### config.mk
export PLATFORM = sky130hd
export DESIGN_NAME = hsv_to_rgb_converter
export DESIGN_NICKNAME = d
export VERILOG_FILES = /design/src/hdl/hsv2rgb_pkg.sv /design/src/hdl/hsv_to_rgb_converter.sv /design/src/hdl/hsv2rgb_front.sv /design/src/hdl/hsv2rgb_queue.sv /design/src/hdl/hsv2rgb_back.sv
export SDC_FILE = /design/constraint.sdc
export NUM_CORES = 2
export LEC_CHECK = 0
export ABC_AREA = 1
export BUFFER_PORTS_ARGS = -buffer_cell sky130_fd_sc_hd__buf_2
export CAP_MARGIN = 10
export CORE_MARGIN = 2
export CORE_UTILIZATION = 35
export CTS_CLUSTER_DIAMETER = 50
export CTS_CLUSTER_SIZE = 10
export DETAILED_ROUTE_END_ITERATION = 7
export GPL_ROUTABILITY_DRIVEN = 0
export PLACE_DENSITY = 0.61
export SETUP_SLACK_MARGIN = 0.15
export SYNTH_ARGS = -nofsm -noshare
export SYNTH_HDL_FRONTEND = slang
export SYNTH_SLANG_ARGS = --single-unit
### constraint.sdc
create_clock -name clk -period 11 [get_ports clk]
set_input_delay 1.1 -clock clk [delete_from_list [all_inputs] [get_ports clk]]
set_output_delay 1.1 -clock clk [all_outputs]
set_load 0.02 [all_outputs]
### src/hdl/hsv2rgb_pkg.sv
// Shared types and constants for the HSV to RGB converter.
// Depends on nothing; every other file of the block uses it by scoped names.
package hsv2rgb_pkg;

  // Default channel scale: full scale is 2**CHANNEL_BITS - 1
  localparam int CHANNEL_BITS_DEF = 8;

  // Field widths of the stream payloads
  localparam int HUE_W   = 9;
  localparam int CHAN_W  = 8;
  localparam int REM_W   = 6;
  localparam int PART_W  = 7;
  localparam int IN_TDATA_W  = 32;
  localparam int OUT_TDATA_W = 24;

  // Hue geometry in whole degrees
  localparam int HUE_MAX    = 360;
  localparam int SECTOR_DEG = 60;

  // Largest v*s*part product for 8-bit saturation and value
  localparam int VSP_MAX = 255 * 255 * SECTOR_DEG;

  // Queue between front and back
  localparam int QUEUE_DEPTH = 4;
  localparam int QPTR_W      = $clog2(QUEUE_DEPTH);

  // Back pipeline depth (five arithmetic stages plus the output register)
  localparam int BACK_STAGES = 6;

  // Hue sector; hue of exactly 360 maps onto SEC_0
  typedef enum logic [2:0] {
    SEC_0,
    SEC_1,
    SEC_2,
    SEC_3,
    SEC_4,
    SEC_5
  } sector_t;

  // One classified pixel request as held in the queue
  typedef struct packed {
    sector_t                 sector;
    logic [REM_W-1:0]        rem;
    logic [CHAN_W-1:0]       sat;
    logic [CHAN_W-1:0]       val;
  } item_t;

  // Sideband that rides along the back pipeline
  typedef struct packed {
    sector_t                 sector;
    logic [CHAN_W-1:0]       val;
  } meta_t;

endpackage

### src/hdl/hsv_to_rgb_converter.sv
// Top level of the HSV to RGB converter: front, request queue and back pipeline.
// Depends on hsv2rgb_pkg, hsv2rgb_front, hsv2rgb_queue and hsv2rgb_back.
//
//   channel | direction | payload (low bit up)
//   in_     | slave     | tdata: hue[8:0], saturation[16:9], brightness[24:17], zero pad
//   out_    | master    | tdata: red[7:0], green[15:8], blue[23:16]
//
// One pixel enters per clock while the queue has room; one result leaves per clock when taken.
// A request passes the queue entry, then the arithmetic stages and the output register.
// The back pipeline halts as a whole only while its output register holds an untaken result.
// The four-entry queue absorbs the front while the back is halted.
// Reset (rst_n low, synchronous) empties the queue and clears all valid bits.
module hsv_to_rgb_converter #(
  parameter int CHANNEL_BITS = hsv2rgb_pkg::CHANNEL_BITS_DEF
) (
  input  logic                                 clk,
  input  logic                                 rst_n,
  input  logic                                 in_tvalid,
  output logic                                 in_tready,
  // hue[8:0], saturation[16:9], brightness[24:17], zero[31:25]
  input  logic [hsv2rgb_pkg::IN_TDATA_W-1:0]   in_tdata,
  output logic                                 out_tvalid,
  input  logic                                 out_tready,
  // red[7:0], green[15:8], blue[23:16]
  output logic [hsv2rgb_pkg::OUT_TDATA_W-1:0]  out_tdata
);

  logic               q_push;
  logic               q_full;
  logic               q_pop;
  logic               q_vld;
  hsv2rgb_pkg::item_t q_wr_item;
  hsv2rgb_pkg::item_t q_rd_item;

  // Classify requests
  hsv2rgb_front #(
    .CHANNEL_BITS(CHANNEL_BITS)
  ) u_front (
    .in_tvalid (in_tvalid),
    .in_tready (in_tready),
    .in_tdata  (in_tdata),
    .q_full    (q_full),
    .q_push    (q_push),
    .q_item    (q_wr_item)
  );

  // Decouple front and back
  hsv2rgb_queue u_queue (
    .clk     (clk),
    .rst_n   (rst_n),
    .push    (q_push),
    .wr_item (q_wr_item),
    .full    (q_full),
    .pop     (q_pop),
    .rd_vld  (q_vld),
    .rd_item (q_rd_item)
  );

  // Compute and drive results
  hsv2rgb_back #(
    .CHANNEL_BITS(CHANNEL_BITS)
  ) u_back (
    .clk        (clk),
    .rst_n      (rst_n),
    .q_vld      (q_vld),
    .q_item     (q_rd_item),
    .q_pop      (q_pop),
    .out_tvalid (out_tvalid),
    .out_tready (out_tready),
    .out_tdata  (out_tdata)
  );

endmodule

### src/hdl/hsv2rgb_front.sv
// Front part: takes input requests, clamps the hue and splits it into sector and remainder.
// Depends on hsv2rgb_pkg; feeds hsv2rgb_queue.
module hsv2rgb_front #(
  parameter int CHANNEL_BITS = hsv2rgb_pkg::CHANNEL_BITS_DEF
) (
  input  logic                                 in_tvalid,
  output logic                                 in_tready,
  input  logic [hsv2rgb_pkg::IN_TDATA_W-1:0]   in_tdata,
  input  logic                                 q_full,
  output logic                                 q_push,
  output hsv2rgb_pkg::item_t                   q_item
);

  localparam int CW = hsv2rgb_pkg::CHAN_W;
  localparam int HW = hsv2rgb_pkg::HUE_W;
  // Mask that limits saturation and value to the channel scale
  localparam logic [CW-1:0] CHAN_MASK =
    (CHANNEL_BITS >= CW) ? {CW{1'b1}} : CW'((1 << CHANNEL_BITS) - 1);
  localparam logic [HW-1:0] HUE_MAX_H = HW'(hsv2rgb_pkg::HUE_MAX);
  localparam logic [HW-1:0] DEG       = HW'(hsv2rgb_pkg::SECTOR_DEG);

  logic [HW-1:0] hue;
  logic [HW-1:0] hue_c;
  logic [HW-1:0] base;
  hsv2rgb_pkg::sector_t sector;

  assign hue = in_tdata[HW-1:0];

  // Accept whenever the queue has room
  assign in_tready = !q_full;
  assign q_push    = in_tvalid && !q_full;

  // Clamp the hue and find its sector by comparison against sector bounds
  always_comb begin
    hue_c  = (hue > HUE_MAX_H) ? HUE_MAX_H : hue;
    sector = hsv2rgb_pkg::SEC_0;
    base   = '0;
    if (hue_c < DEG) begin
      sector = hsv2rgb_pkg::SEC_0;
      base   = '0;
    end else if (hue_c < HW'(2 * hsv2rgb_pkg::SECTOR_DEG)) begin
      sector = hsv2rgb_pkg::SEC_1;
      base   = DEG;
    end else if (hue_c < HW'(3 * hsv2rgb_pkg::SECTOR_DEG)) begin
      sector = hsv2rgb_pkg::SEC_2;
      base   = HW'(2 * hsv2rgb_pkg::SECTOR_DEG);
    end else if (hue_c < HW'(4 * hsv2rgb_pkg::SECTOR_DEG)) begin
      sector = hsv2rgb_pkg::SEC_3;
      base   = HW'(3 * hsv2rgb_pkg::SECTOR_DEG);
    end else if (hue_c < HW'(5 * hsv2rgb_pkg::SECTOR_DEG)) begin
      sector = hsv2rgb_pkg::SEC_4;
      base   = HW'(4 * hsv2rgb_pkg::SECTOR_DEG);
    end else if (hue_c < HUE_MAX_H) begin
      sector = hsv2rgb_pkg::SEC_5;
      base   = HW'(5 * hsv2rgb_pkg::SECTOR_DEG);
    end else begin
      // full circle wraps to the first sector with zero remainder
      sector = hsv2rgb_pkg::SEC_0;
      base   = HUE_MAX_H;
    end
  end

  // Build the queue entry
  always_comb begin
    q_item.sector = sector;
    q_item.rem    = hsv2rgb_pkg::REM_W'(hue_c - base);
    q_item.sat    = in_tdata[HW +: CW] & CHAN_MASK;
    q_item.val    = in_tdata[HW + CW +: CW] & CHAN_MASK;
  end

endmodule

### src/hdl/hsv2rgb_queue.sv
// Short request queue between the front and the back parts.
// Depends on hsv2rgb_pkg for the entry type and depth.
module hsv2rgb_queue (
  input  logic               clk,
  input  logic               rst_n,
  input  logic               push,
  input  hsv2rgb_pkg::item_t wr_item,
  output logic               full,
  input  logic               pop,
  output logic               rd_vld,
  output hsv2rgb_pkg::item_t rd_item
);

  localparam int PW = hsv2rgb_pkg::QPTR_W;
  localparam int QD = hsv2rgb_pkg::QUEUE_DEPTH;

  hsv2rgb_pkg::item_t mem_r [QD];
  logic [PW-1:0] wr_ptr_r, wr_ptr_nxt;
  logic [PW-1:0] rd_ptr_r, rd_ptr_nxt;
  logic [PW:0]   cnt_r, cnt_nxt;
  logic          do_pop;

  assign full    = (cnt_r == (PW + 1)'(QD));
  assign rd_vld  = (cnt_r != '0);
  assign rd_item = mem_r[rd_ptr_r];
  assign do_pop  = pop && rd_vld;

  // Advance pointers and fill count
  always_comb begin
    wr_ptr_nxt = push   ? wr_ptr_r + 1'b1 : wr_ptr_r;
    rd_ptr_nxt = do_pop ? rd_ptr_r + 1'b1 : rd_ptr_r;
    cnt_nxt    = cnt_r;
    if (push && !do_pop) begin
      cnt_nxt = cnt_r + 1'b1;
    end else if (!push && do_pop) begin
      cnt_nxt = cnt_r - 1'b1;
    end
  end

  always_ff @(posedge clk) begin
    if (!rst_n) begin
      wr_ptr_r <= '0;
      rd_ptr_r <= '0;
      cnt_r    <= '0;
    end else begin
      wr_ptr_r <= wr_ptr_nxt;
      rd_ptr_r <= rd_ptr_nxt;
      cnt_r    <= cnt_nxt;
    end
  end

  // Store entries
  always_ff @(posedge clk) begin
    if (push) begin
      mem_r[wr_ptr_r] <= wr_item;
    end
  end

endmodule

### src/hdl/hsv2rgb_back.sv
// Back part: computes p, q and t in three lanes and maps them onto red, green and blue.
// Depends on hsv2rgb_pkg; reads from hsv2rgb_queue and drives the result stream.
module hsv2rgb_back #(
  parameter int CHANNEL_BITS = hsv2rgb_pkg::CHANNEL_BITS_DEF
) (
  input  logic                                 clk,
  input  logic                                 rst_n,
  input  logic                                 q_vld,
  input  hsv2rgb_pkg::item_t                   q_item,
  output logic                                 q_pop,
  output logic                                 out_tvalid,
  input  logic                                 out_tready,
  output logic [hsv2rgb_pkg::OUT_TDATA_W-1:0]  out_tdata
);

  // Each term is v - ceil(v*s*part / D) with D = M*60 and part in {60, r, 60-r}.
  // The ceiling is floor((v*s*part + D-1) / D), taken by a reciprocal
  // multiply that may fall one short, then one compare and increment.
  localparam int CW   = hsv2rgb_pkg::CHAN_W;
  localparam int PTW  = hsv2rgb_pkg::PART_W;
  localparam int M    = (1 << CHANNEL_BITS) - 1;
  localparam int D    = M * hsv2rgb_pkg::SECTOR_DEG;
  localparam int XW   = $clog2(hsv2rgb_pkg::VSP_MAX + D);
  localparam int RCP  = (2 ** XW) / D;
  localparam int RW   = $clog2(RCP + 1);
  localparam int EW   = CW + 1;
  localparam int VSW  = 2 * CW;
  localparam int NL   = 3;
  localparam logic [XW-1:0] D_X    = XW'(D);
  localparam logic [XW-1:0] DM1_X  = XW'(D - 1);
  localparam logic [PTW-1:0] DEG_P = PTW'(hsv2rgb_pkg::SECTOR_DEG);

  // Lane order: p, q, t
  localparam int LP = 0;
  localparam int LQ = 1;
  localparam int LT = 2;

  logic adv;

  logic [4:0] vld_r;
  logic       out_vld_r;

  hsv2rgb_pkg::meta_t meta1_r, meta2_r, meta3_r, meta4_r, meta5_r;
  logic [VSW-1:0]     vs1_r;
  logic [PTW-1:0]     part1_r [NL];
  logic [XW-1:0]      x2_r    [NL];
  logic [EW-1:0]      e3_r    [NL];
  logic [XW-1:0]      x3_r    [NL];
  logic [XW-1:0]      ed4_r   [NL];
  logic [EW-1:0]      e4_r    [NL];
  logic [XW-1:0]      x4_r    [NL];
  logic [CW-1:0]      term5_r [NL];
  logic [CW-1:0]      red_r, green_r, blue_r;
  logic [CW-1:0]      red_nxt, green_nxt, blue_nxt;

  // Move the whole pipeline unless the output holds a result that is not taken
  assign adv        = !out_vld_r || out_tready;
  assign q_pop      = adv && q_vld;
  assign out_tvalid = out_vld_r;
  assign out_tdata  = {blue_r, green_r, red_r};

  // Advance the valid bits
  always_ff @(posedge clk) begin
    if (!rst_n) begin
      vld_r     <= '0;
      out_vld_r <= 1'b0;
    end else if (adv) begin
      vld_r     <= {vld_r[3:0], q_vld};
      out_vld_r <= vld_r[4];
    end
  end

  // Arithmetic stages
  always_ff @(posedge clk) begin
    if (adv) begin
      // stage 1: v*s and the three sector fractions
      vs1_r          <= VSW'(q_item.val) * VSW'(q_item.sat);
      part1_r[LP]    <= DEG_P;
      part1_r[LQ]    <= PTW'(q_item.rem);
      part1_r[LT]    <= DEG_P - PTW'(q_item.rem);
      meta1_r.sector <= q_item.sector;
      meta1_r.val    <= q_item.val;
      // stage 2: numerator of the ceiling
      for (int i = 0; i < NL; i++) begin
        x2_r[i] <= XW'(vs1_r) * XW'(part1_r[i]) + DM1_X;
      end
      meta2_r <= meta1_r;
      // stage 3: reciprocal estimate of the quotient
      for (int i = 0; i < NL; i++) begin
        e3_r[i] <= EW'(((XW + RW)'(x2_r[i]) * (XW + RW)'(RCP)) >> XW);
        x3_r[i] <= x2_r[i];
      end
      meta3_r <= meta2_r;
      // stage 4: multiply back for the remainder check
      for (int i = 0; i < NL; i++) begin
        ed4_r[i] <= XW'(e3_r[i]) * D_X;
        e4_r[i]  <= e3_r[i];
        x4_r[i]  <= x3_r[i];
      end
      meta4_r <= meta3_r;
      // stage 5: correct the estimate and subtract from v
      for (int i = 0; i < NL; i++) begin
        term5_r[i] <= CW'(EW'(meta4_r.val) - (e4_r[i] +
                      EW'((x4_r[i] - ed4_r[i]) >= D_X)));
      end
      meta5_r <= meta4_r;
      // output register
      red_r   <= red_nxt;
      green_r <= green_nxt;
      blue_r  <= blue_nxt;
    end
  end

  // Place v, p, q and t by sector
  always_comb begin
    unique case (meta5_r.sector)
      hsv2rgb_pkg::SEC_1: begin
        red_nxt = term5_r[LQ]; green_nxt = meta5_r.val; blue_nxt = term5_r[LP];
      end
      hsv2rgb_pkg::SEC_2: begin
        red_nxt = term5_r[LP]; green_nxt = meta5_r.val; blue_nxt = term5_r[LT];
      end
      hsv2rgb_pkg::SEC_3: begin
        red_nxt = term5_r[LP]; green_nxt = term5_r[LQ]; blue_nxt = meta5_r.val;
      end
      hsv2rgb_pkg::SEC_4: begin
        red_nxt = term5_r[LT]; green_nxt = term5_r[LP]; blue_nxt = meta5_r.val;
      end
      hsv2rgb_pkg::SEC_5: begin
        red_nxt = meta5_r.val; green_nxt = term5_r[LP]; blue_nxt = term5_r[LQ];
      end
      default: begin
        red_nxt = meta5_r.val; green_nxt = term5_r[LT]; blue_nxt = term5_r[LP];
      end
    endcase
  end

endmodule

==> results.yml <==
global_route:
  grt_usage_pct: 14.5
  grt_pass1_wl_mm: 161
  grt_start_max_net_pins: 198
  antenna_found_initial: 1
  overflow: 0
  grt_pass1_vias: 32479
synth:
  synthMostInstantiatedCell: "inv_1"
  async_flop_share_pct: 0
  synth_area_mm2: 0.0464
  ys.flop_type: "edfxtp_1"
  synth_edf_count: 513
  synth_top_family_by_area: "adder cells"
  ys_types: 52
  synth_xor_area_share_pct: 3.36
  synth_nets: 5992
  netlist_top_cells_area: "edfxtp_1, ha_1, fa_1"
  synth.area.mux_share_pct: 0
  yosysSeqAreaShare_pct: 33.9
  yosys.area.top_type: "edfxtp_1"
  syn-mean-instance-area_um2: 9.34
  ys_warn_count: 0
  synth_commonest_cells: "inv_1, nand2_1, ha_1, edfxtp_1, fa_1"
  ys_ff_latch: 528
  synthSimpleGateAreaFrac_pct: 13.3
  synthAdderAreaFrac_pct: 32.4
  synth_compound_area_share_pct: 6.99
  syn_inst: 4967
  synth_top_area_share_pct: 33.2
timing:
  period_minus_slack_ps: 5880
  hold_violations: 0
  setup_viol: 0
  worst_slew_pin_slew_ps: 1160
  fin_crit_sh_pct: 53.5
  slew_headroom_pct: 22.5
  rsz0062_at_grt: "no"
  fmax_mhz: 170
  report.final.slew_viol_count: 0
  fin_skew_ps: 33.9
  tns_ps: 0
  fin_ws_ps: 5120
drt:
  final_antenna_net_count: 0
  routedWlPerCell_um: 14.0
  wl_mm: 95.9
  drt_pre_antenna_iters: 7
  num_vias: 31940
  drcViolationCount: 0
  avgViaCountPerCell: 4.66
  drt_iter0_markers: 1702
setup_path:
  start_kind: "flip-flop"
  cp-end-kind: "flip-flop"
  r2r_end: "u_back.vs1_r[13]"
  reg2reg_depth: 16
  crit_fanout: 53
  cp.required_ps: 11400
  path_class: "flip-flop to flip-flop"
  crit_arrival_ps: 6290
  r2r_slack_ps: 5120
cts:
  cts_sinks: 528
  clk_latency_ps: 670
  clk_pin_slew_ps: 50
  post_cts_buffers: 0
  clk_path_buf_depth: 3
  cts_buffers: 77
  cts_tree: "yes"
  cts_resized: 0
  cts_root_buffer: "clkbuf_16"
  htreeDepth: 3
  hold_buffers: 0
die:
  die_h_um: 368
  initial_core_util_pct: 35.3
  ios: 62
  die_w_um: 368
  std_cell_rows: 133
  core_area_mm2: 0.131
  die-area_mm2: 0.135
worst_hold_path:
  hp-class: "flip-flop to flip-flop"
  worstHoldStart: "u_back.meta3_r[7]"
  hold_end: "u_back.meta4_r[7]"
  hold_depth: 0
final_layout:
  area_growth_pct: 10.2
  n_fill_cell: 13018
  drive_gt1_share_pct: 4.87
  fin_nets: 6071
place:
  dp_hpwl_mm: 76.2
  dp_slack_ps: 5170
  io_buffers: 54
outcome:
  status: "completed"
flow_run:
  drv_cap: 0
==> flip-flops by register name, summed over array words and instances, names as in the netlist, 11 cells and up, named ones only <==
name,cells
u_queue.mem_r,100
u_back.x2_r,63
u_back.x3_r,60
u_back.x4_r,60
u_back.ed4_r,48
u_back.e3_r,27
u_back.e4_r,24
u_back.term5_r,24
u_back.vs1_r,16
u_back.part1_r,12
u_back.meta1_r,11
u_back.meta2_r,11
u_back.meta3_r,11
u_back.meta4_r,11
u_back.meta5_r,11
==> per-layer routing <==
| metal | vias to the layer above | routed length (µm) | global-route usage (%) |
|---|---|---|---|
| met4 | 0 | 2320 | 4.14 |
| met1 | 15239 | 45000 | 19.4 |
| met3 | 140 | 3510 | 1.98 |
| met2 | 508 | 45100 | 24.5 |
| li1 | 16053 | - | - |
| met5 | - | 0 | 0 |
==> final cells by class <==
type                       count  area, µm²  area share, %
clock inverter                35        399          0.781
antenna                        1       2.50        0.00490
tap                         1755       2200           4.30
timing repair buffer          59        320          0.627
clock buffer                  94       2030           3.98
inverter                    1175       4420           8.65
sequential                   528      15700           30.7
multi-input combinational   3205      26000           50.9
==> cell families (layout without fill, tap and decap cells) <==
| group | Yosys count | count (layout) |
|---|---|---|
| flops | 528 | 528 |
| fa+ha+maj | 989 | 989 |
| compound gates | 538 | 538 |
| simple gates | 1500 | 1500 |
| buf+inv | 1234 | 1363 |
| other cells | 0 | 1 |
| xor+xnor | 178 | 178 |
==> per-stage QoR <==
stage | utilization, % | area [µm²] | instances | hold WS [ps]
finish | 38.9 | 51100 | 6852 | 399
global route | 38.9 | 51100 | 6851 | 408
CTS | 38.9 | 51100 | 6851 | 393
detailed placement | 37.0 | 48700 | 6722 | 405
global placement | 37.0 | 48700 | 6722 | 401
floorplan | - | 46400 | 4967 | 400
==> how the worst max path moves through the flow <==
stage	start	endpoint	slack (ps)	cells after the start
2_1_floorplan	out_tready	u_back.blue_r[0]	1020	2
3_3_place_gp	flip-flop	u_back.vs1_r[13]	5130	16
3_5_place_dp	flip-flop	u_back.vs1_r[13]	5170	16
4_1_cts	flip-flop	u_back.vs1_r[13]	5160	16
5_1_grt	flip-flop	u_back.vs1_r[12]	4770	16
6_report	flip-flop	u_back.vs1_r[13]	5120	16
==> worst max-delay path, stage by stage (launching register included) <==
cell and delay, ps:
dfxtp_1 300, buf_4 290, inv_2 690, nand2_1 100, a32oi_1 680, nand2_1 170
fa_1 530, inv_1 60, fa_1 520, fa_1 520, fa_1 490, ha_1 360
a21oi_1 240, o21ai_0 140, a31oi_1 250, o21ai_1 110, xor2_1 150
==> layout by cell type, fill, tap and decap left out, types with 6 or more instances in the layout <==
cell type	synthesis	routed
a32oi_2	6	6
o21bai_1	27	27
a211oi_1	6	6
a21o_1	36	36
clkinv_4	0	8
nand2_2	10	10
nand3b_1	15	15
edfxtp_1	513	513
a32oi_1	10	10
a21oi_1	243	243
a21oi_2	7	7
clkbuf_16	0	79
o2111ai_1	14	14
dfxtp_1	15	15
inv_1	1161	1160
nand4_1	32	32
xor2_1	121	121
buf_2	11	54
nand2_4	7	7
o21ai_0	102	102
nor2_1	286	282
a31oi_1	20	20
xnor2_1	57	57
o22ai_1	14	14
nor2_4	2	6
nor2_2	12	12
nor4_1	7	7
nand2_1	933	933
a221oi_1	9	9
nor3_1	25	25
inv_2	13	13
ha_1	637	637
nand3_1	157	157
o21ai_1	12	12
inv_6	0	7
clkbuf_1	42	15
fa_1	352	352
Power is not shown: default switching activity piles up to over one toggle a cycle in this logic, so the estimate is an artifact.
